## src/design/mh2_pkg.sv

```systemverilog
// Package for the MurmurHash2 stream engine: constants, datapath opcodes
// and the controller-to-datapath command type. No dependencies.
`timescale 1ns / 1ps
`default_nettype none

package mh2_pkg;

  // Mixing constants
  localparam logic [31:0] MIX_MUL     = 32'h5bd1e995;
  localparam int unsigned MIX_SHIFT   = 24;
  localparam int unsigned FIN_SHIFT_A = 13;
  localparam int unsigned FIN_SHIFT_B = 15;

  // Datapath operations, one per cycle
  typedef enum logic [2:0] {
    OP_IDLE,  // hold all registers
    OP_LOAD,  // capture item, seed the hash on a first item
    OP_KEY1,  // k = word * M
    OP_KEY2,  // k = (k ^ k >> 24) * M
    OP_HASH,  // h = h * M ^ k
    OP_TAIL,  // h = (h ^ tail) * M
    OP_FIN1,  // h = (h ^ h >> 13) * M
    OP_FOUT   // h = h ^ h >> 15, result and chain loaded
  } mh2_op_t;

  typedef struct packed {
    mh2_op_t op;
  } mh2_cmd_t;

endpackage

`default_nettype wire

```

## src/design/mh2_stream_if.sv

```systemverilog
// Handshake channel interfaces for the MurmurHash2 stream engine:
// input items, result items and the seed register write. No dependencies.
`timescale 1ns / 1ps
`default_nettype none

interface hash_in_if;
  logic        valid;
  logic        ready;
  logic [31:0] data_word;
  logic [2:0]  byte_count;
  logic        first_of_buffer;
  logic        last_of_buffer;
  logic [31:0] buffer_length;
  logic        restart_chain;

  modport source (
    output valid, data_word, byte_count, first_of_buffer, last_of_buffer,
           buffer_length, restart_chain,
    input  ready
  );
  modport sink (
    input  valid, data_word, byte_count, first_of_buffer, last_of_buffer,
           buffer_length, restart_chain,
    output ready
  );
endinterface

interface hash_out_if;
  logic        valid;
  logic        ready;
  logic [31:0] hash_value;

  modport source (output valid, hash_value, input ready);
  modport sink (input valid, hash_value, output ready);
endinterface

interface seed_cfg_if;
  logic        valid;
  logic        ready;
  logic [31:0] seed_value;

  modport source (output valid, seed_value, input ready);
  modport sink (input valid, seed_value, output ready);
endinterface

`default_nettype wire

```

## src/design/mh2_ctrl.sv

```systemverilog
// Sequencer for the MurmurHash2 stream engine: walks each item through
// the shared multiplier steps. Depends on mh2_pkg.
`timescale 1ns / 1ps
`default_nettype none

module mh2_ctrl (
  input  logic             clk,
  input  logic             rst,
  input  logic             in_valid,
  input  logic [2:0]       in_byte_count,
  input  logic             in_last,
  output logic             in_ready,
  input  logic             out_ready,
  output logic             out_valid,
  output mh2_pkg::mh2_cmd_t cmd
);
  import mh2_pkg::*;

  typedef enum logic [2:0] {
    ST_IDLE,
    ST_KEY1,
    ST_KEY2,
    ST_HASH,
    ST_TAIL,
    ST_FIN1,
    ST_FOUT
  } state_t;

  state_t state;
  state_t state_next;
  logic   last_r;
  logic   accept;
  logic   out_free;
  state_t after_word;

  assign in_ready   = (state == ST_IDLE);
  assign accept     = in_valid && in_ready;
  assign out_free   = !out_valid || out_ready;
  assign after_word = last_r ? ST_FIN1 : ST_IDLE;

  // Next state and command
  always_comb begin
    state_next = state;
    cmd.op     = OP_IDLE;
    unique case (state)
      ST_IDLE: begin
        if (accept) begin
          cmd.op = OP_LOAD;
          priority if (in_byte_count[2]) state_next = ST_KEY1;
          else if (in_byte_count != 3'd0) state_next = ST_TAIL;
          else if (in_last) state_next = ST_FIN1;
          else state_next = ST_IDLE;
        end
      end
      ST_KEY1: begin
        cmd.op     = OP_KEY1;
        state_next = ST_KEY2;
      end
      ST_KEY2: begin
        cmd.op     = OP_KEY2;
        state_next = ST_HASH;
      end
      ST_HASH: begin
        cmd.op     = OP_HASH;
        state_next = after_word;
      end
      ST_TAIL: begin
        cmd.op     = OP_TAIL;
        state_next = after_word;
      end
      ST_FIN1: begin
        cmd.op     = OP_FIN1;
        state_next = ST_FOUT;
      end
      ST_FOUT: begin
        // wait here until the result register can take the hash
        if (out_free) begin
          cmd.op     = OP_FOUT;
          state_next = ST_IDLE;
        end
      end
      default: begin
        state_next = ST_IDLE;
      end
    endcase
  end

  // State, last flag and result valid
  always_ff @(posedge clk) begin
    if (rst) begin
      state     <= ST_IDLE;
      last_r    <= 1'b0;
      out_valid <= 1'b0;
    end else begin
      state <= state_next;
      if (accept) begin
        last_r <= in_last;
      end
      if (cmd.op == OP_FOUT) begin
        out_valid <= 1'b1;
      end else if (out_ready) begin
        out_valid <= 1'b0;
      end
    end
  end

endmodule

`default_nettype wire

```

## src/design/mh2_datapath.sv

```systemverilog
// Datapath for the MurmurHash2 stream engine: hash, key, seed and chain
// registers around one shared 32x32 multiplier. Depends on mh2_pkg.
`timescale 1ns / 1ps
`default_nettype none

module mh2_datapath (
  input  logic              clk,
  input  logic              rst,
  input  mh2_pkg::mh2_cmd_t cmd,
  input  logic [31:0]       data_word,
  input  logic [2:0]        byte_count,
  input  logic              first_of_buffer,
  input  logic [31:0]       buffer_length,
  input  logic              restart_chain,
  input  logic              seed_we,
  input  logic [31:0]       seed_wdata,
  output logic [31:0]       hash_value
);
  import mh2_pkg::*;

  logic [31:0] seed;
  logic [31:0] chain;
  logic [31:0] run_h;
  logic [31:0] key;
  logic [31:0] word_r;
  logic [31:0] word_mask;
  logic [31:0] mul_a;
  logic [31:0] prod;
  logic [31:0] fin;

  // Keep only the valid bytes; a count of zero or of four and above keeps the full word
  always_comb begin
    priority case (byte_count)
      3'd1:    word_mask = 32'h0000_00ff;
      3'd2:    word_mask = 32'h0000_ffff;
      3'd3:    word_mask = 32'h00ff_ffff;
      default: word_mask = 32'hffff_ffff;
    endcase
  end

  // Multiplier operand select
  always_comb begin
    unique case (cmd.op)
      OP_KEY1: mul_a = word_r;
      OP_KEY2: mul_a = key ^ (key >> MIX_SHIFT);
      OP_TAIL: mul_a = run_h ^ word_r;
      OP_FIN1: mul_a = run_h ^ (run_h >> FIN_SHIFT_A);
      default: mul_a = run_h;
    endcase
  end

  assign prod = mul_a * MIX_MUL;
  assign fin  = run_h ^ (run_h >> FIN_SHIFT_B);

  // Hash, chain and seed state
  always_ff @(posedge clk) begin
    if (rst) begin
      seed  <= 32'd0;
      chain <= 32'd0;
      run_h <= 32'd0;
    end else begin
      if (seed_we) begin
        seed <= seed_wdata;
      end
      unique case (cmd.op)
        OP_LOAD: begin
          if (first_of_buffer) begin
            run_h <= (restart_chain ? seed : chain) ^ buffer_length;
          end
        end
        OP_HASH: run_h <= prod ^ key;
        OP_TAIL: run_h <= prod;
        OP_FIN1: run_h <= prod;
        OP_FOUT: begin
          run_h <= fin;
          chain <= fin;
        end
        default: begin
        end
      endcase
    end
  end

  // Payload registers
  always_ff @(posedge clk) begin
    if (cmd.op == OP_LOAD) begin
      word_r <= data_word & word_mask;
    end
    if (cmd.op == OP_KEY1 || cmd.op == OP_KEY2) begin
      key <= prod;
    end
    if (cmd.op == OP_FOUT) begin
      hash_value <= fin;
    end
  end

endmodule

`default_nettype wire

```

## src/design/murmur2_hash32_stream.sv

```systemverilog
// Top level of the MurmurHash2 32-bit stream engine.
// Depends on mh2_pkg, mh2_stream_if, mh2_ctrl and mh2_datapath.
//
//   channel   | modport           | payload
//   ----------+-------------------+-------------------------------------------
//   in_item   | hash_in_if.sink   | data_word, byte_count, first/last flags,
//             |                   | buffer_length, restart_chain
//   out_item  | hash_out_if.source| hash_value (digest is its big-endian bytes)
//   cfg       | seed_cfg_if.sink  | seed_value, always ready
//
// One shared 32x32 multiplier paces the steps: a full word runs load, KEY1,
// KEY2 and HASH, a tail word load and TAIL, an empty item load alone; a last
// item adds FIN1 and FOUT. The finalize waits while the result register
// still holds an untaken hash; a new item is accepted while a result waits.
// Synchronous reset clears the running and chain hashes and the seed to zero.
`timescale 1ns / 1ps
`default_nettype none

module murmur2_hash32_stream (
  input  logic       clk,
  input  logic       rst,
  hash_in_if.sink    in_item,
  hash_out_if.source out_item,
  seed_cfg_if.sink   cfg
);
  import mh2_pkg::*;

  mh2_cmd_t cmd;

  assign cfg.ready = 1'b1;

  mh2_ctrl u_mh2_ctrl (
    .clk           (clk),
    .rst           (rst),
    .in_valid      (in_item.valid),
    .in_byte_count (in_item.byte_count),
    .in_last       (in_item.last_of_buffer),
    .in_ready      (in_item.ready),
    .out_ready     (out_item.ready),
    .out_valid     (out_item.valid),
    .cmd           (cmd)
  );

  mh2_datapath u_mh2_datapath (
    .clk             (clk),
    .rst             (rst),
    .cmd             (cmd),
    .data_word       (in_item.data_word),
    .byte_count      (in_item.byte_count),
    .first_of_buffer (in_item.first_of_buffer),
    .buffer_length   (in_item.buffer_length),
    .restart_chain   (in_item.restart_chain),
    .seed_we         (cfg.valid),
    .seed_wdata      (cfg.seed_value),
    .hash_value      (out_item.hash_value)
  );

endmodule

`default_nettype wire

```

## src/flat_wrapper.sv

```systemverilog
// flat-port wrapper written by rule: the top's interface ports become plain ports
module murmur2_hash32_stream_flat import mh2_pkg::*;
  (clk, rst, in_item_valid, in_item_data_word, in_item_byte_count, in_item_first_of_buffer, in_item_last_of_buffer, in_item_buffer_length, in_item_restart_chain, in_item_ready, out_item_valid, out_item_hash_value, out_item_ready, cfg_valid, cfg_seed_value, cfg_ready);
  hash_in_if in_item_i ();
  hash_out_if out_item_i ();
  seed_cfg_if cfg_i ();
  input  logic clk;
  input  logic rst;
  input wire logic [$bits(in_item_i.valid)-1:0] in_item_valid;
  input wire logic [$bits(in_item_i.data_word)-1:0] in_item_data_word;
  input wire logic [$bits(in_item_i.byte_count)-1:0] in_item_byte_count;
  input wire logic [$bits(in_item_i.first_of_buffer)-1:0] in_item_first_of_buffer;
  input wire logic [$bits(in_item_i.last_of_buffer)-1:0] in_item_last_of_buffer;
  input wire logic [$bits(in_item_i.buffer_length)-1:0] in_item_buffer_length;
  input wire logic [$bits(in_item_i.restart_chain)-1:0] in_item_restart_chain;
  output wire logic [$bits(in_item_i.ready)-1:0] in_item_ready;
  output wire logic [$bits(out_item_i.valid)-1:0] out_item_valid;
  output wire logic [$bits(out_item_i.hash_value)-1:0] out_item_hash_value;
  input wire logic [$bits(out_item_i.ready)-1:0] out_item_ready;
  input wire logic [$bits(cfg_i.valid)-1:0] cfg_valid;
  input wire logic [$bits(cfg_i.seed_value)-1:0] cfg_seed_value;
  output wire logic [$bits(cfg_i.ready)-1:0] cfg_ready;
  assign in_item_i.valid = in_item_valid;
  assign in_item_i.data_word = in_item_data_word;
  assign in_item_i.byte_count = in_item_byte_count;
  assign in_item_i.first_of_buffer = in_item_first_of_buffer;
  assign in_item_i.last_of_buffer = in_item_last_of_buffer;
  assign in_item_i.buffer_length = in_item_buffer_length;
  assign in_item_i.restart_chain = in_item_restart_chain;
  assign in_item_ready = in_item_i.ready;
  assign out_item_valid = out_item_i.valid;
  assign out_item_hash_value = out_item_i.hash_value;
  assign out_item_i.ready = out_item_ready;
  assign cfg_i.valid = cfg_valid;
  assign cfg_i.seed_value = cfg_seed_value;
  assign cfg_ready = cfg_i.ready;
  murmur2_hash32_stream u_core (.clk(clk), .rst(rst), .in_item(in_item_i), .out_item(out_item_i), .cfg(cfg_i));
endmodule
```

## config.mk

```make
export PLATFORM = sky130hd
export DESIGN_NAME = murmur2_hash32_stream_flat
export DESIGN_NICKNAME = d
export VERILOG_FILES = /design/src/design/mh2_pkg.sv /design/src/design/mh2_stream_if.sv /design/src/design/mh2_ctrl.sv /design/src/design/mh2_datapath.sv /design/src/design/murmur2_hash32_stream.sv /design/src/flat_wrapper.sv
export SDC_FILE = /design/constraint.sdc
export NUM_CORES = 1
export LEC_CHECK = 0
export BUFFER_PORTS_ARGS = -buffer_cell sky130_fd_sc_hd__buf_2
export CAP_MARGIN = 20
export CELL_PAD_IN_SITES_DETAIL_PLACEMENT = 2
export CELL_PAD_IN_SITES_GLOBAL_PLACEMENT = 2
export CORE_UTILIZATION = 36
export CTS_CLUSTER_DIAMETER = 50
export DETAILED_ROUTE_END_ITERATION = 16
export GPL_TIMING_DRIVEN = 0
export HOLD_SLACK_MARGIN = 0.02
export PLACE_DENSITY = 0.83
export SYNTH_ARGS = -nofsm -noshare
export SYNTH_HDL_FRONTEND = slang
export SYNTH_SLANG_ARGS = --single-unit
```

## constraint.sdc

```tcl
create_clock -name clk -period 8.7 [get_ports clk]
set_clock_uncertainty 0.05 [all_clocks]
set_input_delay 1.74 -clock clk [delete_from_list [all_inputs] [get_ports clk]]
set_output_delay 1.74 -clock clk [all_outputs]
set_load 0.05 [all_outputs]
```

# Word level (Yosys, flattened, before mapping)
# Index checks and enable logic that the tools add are counted.
# word_totals
regBits,197
word_cells,65
# op_classes
mul,1
n_eq_ne,19
mux,17
bitwise,7
reduce_logical,12
# op_table
cell,n
$pmux W32 S4,2
$pmux W32 S3,1
$xor A32 B32 Y32,3
$mux W32,2
$and A32 B32 Y32,1
$mul A32 B31 Y32 const B,1
$xor A32 B17 Y32,1
$xor A32 B19 Y32,1
$xor A32 B8 Y32,1
$eq A3 B3 Y1 const B,7
$mux W3,7
$pmux W3 S7,1
$eq A3 B2 Y1 const B,6
$pmux W3 S6,1
$eq A3 B1 Y1 const B,3
$ne A2 B2 Y1 const B,2
$reduce_and A2 Y1,2
$reduce_bool A4 Y1,1
$reduce_or A2 Y1,2
$logic_not A3 Y1,1
$mux W1,3
$reduce_bool A3 Y1,1
$logic_or A1 B1 Y1,2
$ne A2 B1 Y1 const B,1
other kinds (3),3

# Logic depth before layout (Yosys ltp)
# depth
ltp_word,9
depth_mapped,36
depth_no_buf,33

# Modules after synthesis
# From an unflattened synthesis, not the netlist that was laid out.
# unflattened
hier_cells,2122
hier_area_um2,19740.2
# by_module_without_submodules
module,n_inst,cells_each,area_per_inst_um2,seq_area_each_um2
mh2_datapath,1,2073,19393.6,4804.6
mh2_ctrl,1,47,335.3,100.1
murmur2_hash32_stream,1,2,11.3,0.0

# Least setup slack after synthesis
# No wires, ideal clock.
# synth_path
kind,flip-flop to flip-flop
from,reg u_core.u_mh2_ctrl.state[1]
to,reg u_core.u_mh2_datapath.run_h[28]
setup_time_ns,0.120
arrival_time_ns,8.194
t_required_ns,8.530
path_slack_ns,0.335
path_stages_with_launch,35
n_path_buf,6
period_less_slack_ns,8.365
path_cell_list,dfxtp_1 -> buf_2 -> buf_2 -> buf_2 -> clkbuf_1 -> clkbuf_1 -> buf_2 -> mux2i_1 -> o221ai_1 -> inv_1 -> fa_1 -> inv_1 -> ha_1 -> inv_1 -> fa_1 -> inv_1 -> fa_1 -> inv_1 -> fa_1 -> inv_1 -> fa_1 -> fa_1 -> inv_1 -> fa_1 -> inv_1 -> ha_1 -> and3_1 -> nand2_1 -> nor2_1 -> a21oi_1 -> nand2_1 -> o41a_1 -> o21bai_1 -> mux2i_1 -> a21oi_1
# synth_via
elab_chain_cells,9
elab_cells_between_ends,25
# synth_rtl
element,line_no,source
from (decl),mh2_ctrl.sv:29,state_t state;
from (signal assigned),mh2_ctrl.sv:95,state <= state_next;
$logic_not A3 Y1,"mh2_ctrl.sv:36, mh2_ctrl.sv:45",
$logic_and A1 B1 Y1,mh2_ctrl.sv:37,assign accept = in_valid && in_ready;
$mux W1,mh2_ctrl.sv:47,if (accept) begin
$pmux W3 S7 (*),mh2_ctrl.sv:45,unique case (state)
$eq A3 B3 Y1 / $eq A3 B2 Y1 (equally long branches),"mh2_datapath.sv:43, mh2_datapath.sv:65",
$pmux W32 S4,mh2_datapath.sv:43,unique case (cmd.op)
$mul A32 B31 Y32,mh2_datapath.sv:52,assign prod = mul_a * MIX_MUL;
$xor A32 B32 Y32,mh2_datapath.sv:71,OP_HASH: run_h <= prod ^ key;
$pmux W32 S4,mh2_datapath.sv:65,unique case (cmd.op)
to (signal assigned),mh2_datapath.sv:71,
to (signal assigned),mh2_datapath.sv:72,OP_TAIL: run_h <= prod;
to (signal assigned),mh2_datapath.sv:73,OP_FIN1: run_h <= prod;
to (decl),mh2_datapath.sv:23,logic [31:0] run_h;
# Every way passes the cells marked *; elsewhere a longest branch is shown, timed or not.
# A chain may end at the register's enable or synchronous reset.

# Worst setup path in the final report
# layout_path
from,reg u_core.u_mh2_ctrl.state[1]
to,reg u_core.u_mh2_datapath.run_h[30]
# Same word-level chain as after synthesis.

==> flow_summary.ini <==
[routing]
wire_per_inst_um = 26.8
drt_first_iter_violations = 1066
drc_errors = 0
num_vias = 16400
via_per_inst = 5.62
wl_um = 78300
first_pass_iters = 7
ant_nets = 0

[cells_and_area]
final_area_um2 = 22100
n_antenna_cell = 0
fin_nets = 2721
syn2layout_area_growth_pct = 15.1
drive_gt1_share_pct = 13.3
fin_util_pct = 42.0

[synthesis]
syn_area_um2 = 19200
synth_flop_cell = dfxtp_1
synth_compound_area_share_pct = 12.2
synth_top_area_share_pct = 18.7
synth_edf_count = 96
ys_seq_elements = 197
synth-xor-area-share_pct = 6.19
syn_inst = 2040
synth-simple-area-share_pct = 9.29
ys_seq_area_share_pct = 25.6
synth_top_family_by_area = adder cells
synth.most_common_cell = inv_1
synth_top_cell_by_area = fa_1
syn_nets = 2541
synth_area_leaders = fa_1, edfxtp_1, ha_1
ys_warn_count = 0
synthAdderAreaFrac_pct = 32.7
synthMuxAreaShare_pct = 4.76
async_reset_ff_share_pct = 0
synth_cell_types = 76
ys_top_cells_by_count = inv_1, ha_1, fa_1
syn_area_per_cell_um2 = 9.39

[die]
die_y_um = 233
rows = 84
ios = 142
initial_core_util_pct = 36.5
chipWidth_um = 233
design.die.area_um2 = 54200
core_region_area_um2 = 52600

[cts]
cts_tree = yes
ctsHoldBuffers = 0
clk_latency_ns = 0.47
root_buffer = clkbuf_16
clockBufferDepth = 2
h-tree-depth = 4
path_clk_slew_ns = 0.09
cts_made_buffers = 17
cts_num_sinks = 197

[timing]
setup_violations = 0
relSlewSlack_pct = 21.9
hold_viol = 0
post-route-period-util_pct = 98.6
hold_ws_ns = 0.391
min_period_ns = 8.58
tightest_slew_ns = 1.16
fin_tns_setup_ns = 0
final-max-slew-violation-count = 0
fmax_mhz = 117

[worst_setup_path]
cp_max_fo = 19
critPathArrivalTime_ns = 8.89
timing.rr.start = u_core.u_mh2_ctrl.state[1]$_SDFFE_PP0P_
crit_type = reg -> reg
slowest_stage = fa_1
max_stage_delay_ns = 0.61
worst_path_most_repeated_cell = fa_1
startpoint_type = register
worst_ep_required_time_ns = 9.02
end_kind = register
crit_path_start = u_core.u_mh2_ctrl.state[1]$_SDFFE_PP0P_

[placement]
gp_congestion = 0.887
io_buffers = 137
place_area_um2 = 20900
dp_hpwl_um = 63800

[hold_path]
hp-class = reg -> reg
hp-start = u_core.u_mh2_datapath.run_h[29]$_SDFFE_PP0P_

[global_route]
grt_max_degree = 42
grt_pass1_vias = 18300
grt_pass1_wl_um = 116000
grt-ovfl-total = 0
antenna_found_initial = 0
grt_usage_pct = 29.2

[run]
maxCapViolations = 0

[outcome]
outcome = finished clean
==> layer usage <==
metal / share of wire (%) / routed length [um] / vias up / track usage [%]
met2: 49 / 38600 / 664 / 50.9
met1: 40 / 31600 / 8488 / 35.7
met5: 0 / 0 / - / 0
met4: 4.5 / 3490 / 0 / 12.1
met3: 5.9 / 4590 / 181 / 4.23
li1: - / - / 7081 / -
==> through the flow <==
step / std cells / setup slack [ns]
3_3_place_gp: 2865 / -2.22
4_1_cts: 2918 / 0.0137
2_1_floorplan: 2040 / 0.335
3_5_place_dp: 2877 / -2.17
5_1_grt: 2921 / -0.0434
6_report: 2921 / 0.123
==> critical path: cells and delay by family (launching register included) <==
family	cells	cell delay (ns)
xor+xnor	1	0.19
buf+inv	10	1.44
fa+ha+maj	9	4.16
mux	1	0.16
compound gates	7	1.61
simple gates	3	0.45
flops	1	0.39
==> what timing repair did <==
action | CTS | global route
cloned | 0 | 0
buffers inserted | 13 | 8
pin swaps | 5 | 5
hold endpoints to repair | 0 | 0
endpoints found under the setup margin | 41 | 14
gates resized for setup | 61 | 48
==> kinds of logic (layout without fill, tap and decap cells) <==
| kind of cell | Yosys count | count (layout) |
|---|---|---|
| AOI/OAI and AO/OA | 367 | 367 |
| xor gates and xnor gates | 133 | 133 |
| adders and majority gates | 394 | 394 |
| buffers and inverters | 466 | 659 |
| DFF | 197 | 197 |
| muxes | 91 | 91 |
| other | 1 | 1 |
| and+or+nand+nor | 391 | 391 |
==> registers in the layout, indices dropped and copies added (netlist names) <==
signal	count
u_core.u_mh2_datapath.seed	32
u_core.u_mh2_datapath.run_h	32
u_core.u_mh2_ctrl.out_valid	1
u_core.u_mh2_datapath.key	32
u_core.u_mh2_datapath.hash_value	32
u_core.u_mh2_datapath.word_r	32
u_core.u_mh2_ctrl.last_r	1
u_core.u_mh2_ctrl.state	3
u_core.u_mh2_datapath.chain	32
==> layout by cell type (no fill, tap or decap), drive strengths merged, types with 5 or more instances in the layout <==
cell type  instances
a211oi            29
a21o              10
a21oi            115
a22o               5
a22oi              7
a311oi             7
a31oi             12
and2              19
buf              201
clkbuf            74
clkinv             5
clkinvlp           5
dfxtp            101
edfxtp            96
fa               179
ha               215
inv              374
mux2i             90
nand2            126
nand2b            11
nand3             27
nand3b             7
nor2             135
nor2b             33
nor3              10
o211ai            13
o21a              10
o21ai             92
o221ai            10
o22ai             18
or3                6
xnor2             88
xor2              44
==> area by class of cell <==
type | count | area [um2]
Buffer | 88 | 454
Clock buffer | 17 | 425
Clock inverter | 15 | 213
Fill cell | 5707 | 30500
Inverter | 369 | 1400
Multi-Input combinational cell | 1377 | 12800
Sequential cell | 197 | 4910
Tap cell | 688 | 861
Timing Repair Buffer | 170 | 1030
==> path summary, 6_finish.rpt <==
path | end | slack (ns) | depth (start not counted)
hold / removal | u_core.u_mh2_datapath.hash_value[29]$_DFFE_PP_ | 0.39 | 0
hold reg to reg | u_core.u_mh2_datapath.hash_value[29]$_DFFE_PP_ | 0.39 | 0
setup reg to reg | u_core.u_mh2_datapath.run_h[30]$_SDFFE_PP0P_ | 0.12 | 31
setup / recovery | u_core.u_mh2_datapath.run_h[30]$_SDFFE_PP0P_ | 0.12 | 31
Power is not shown: default switching activity piles up to over one toggle a cycle in this logic, so the estimate is an artifact.
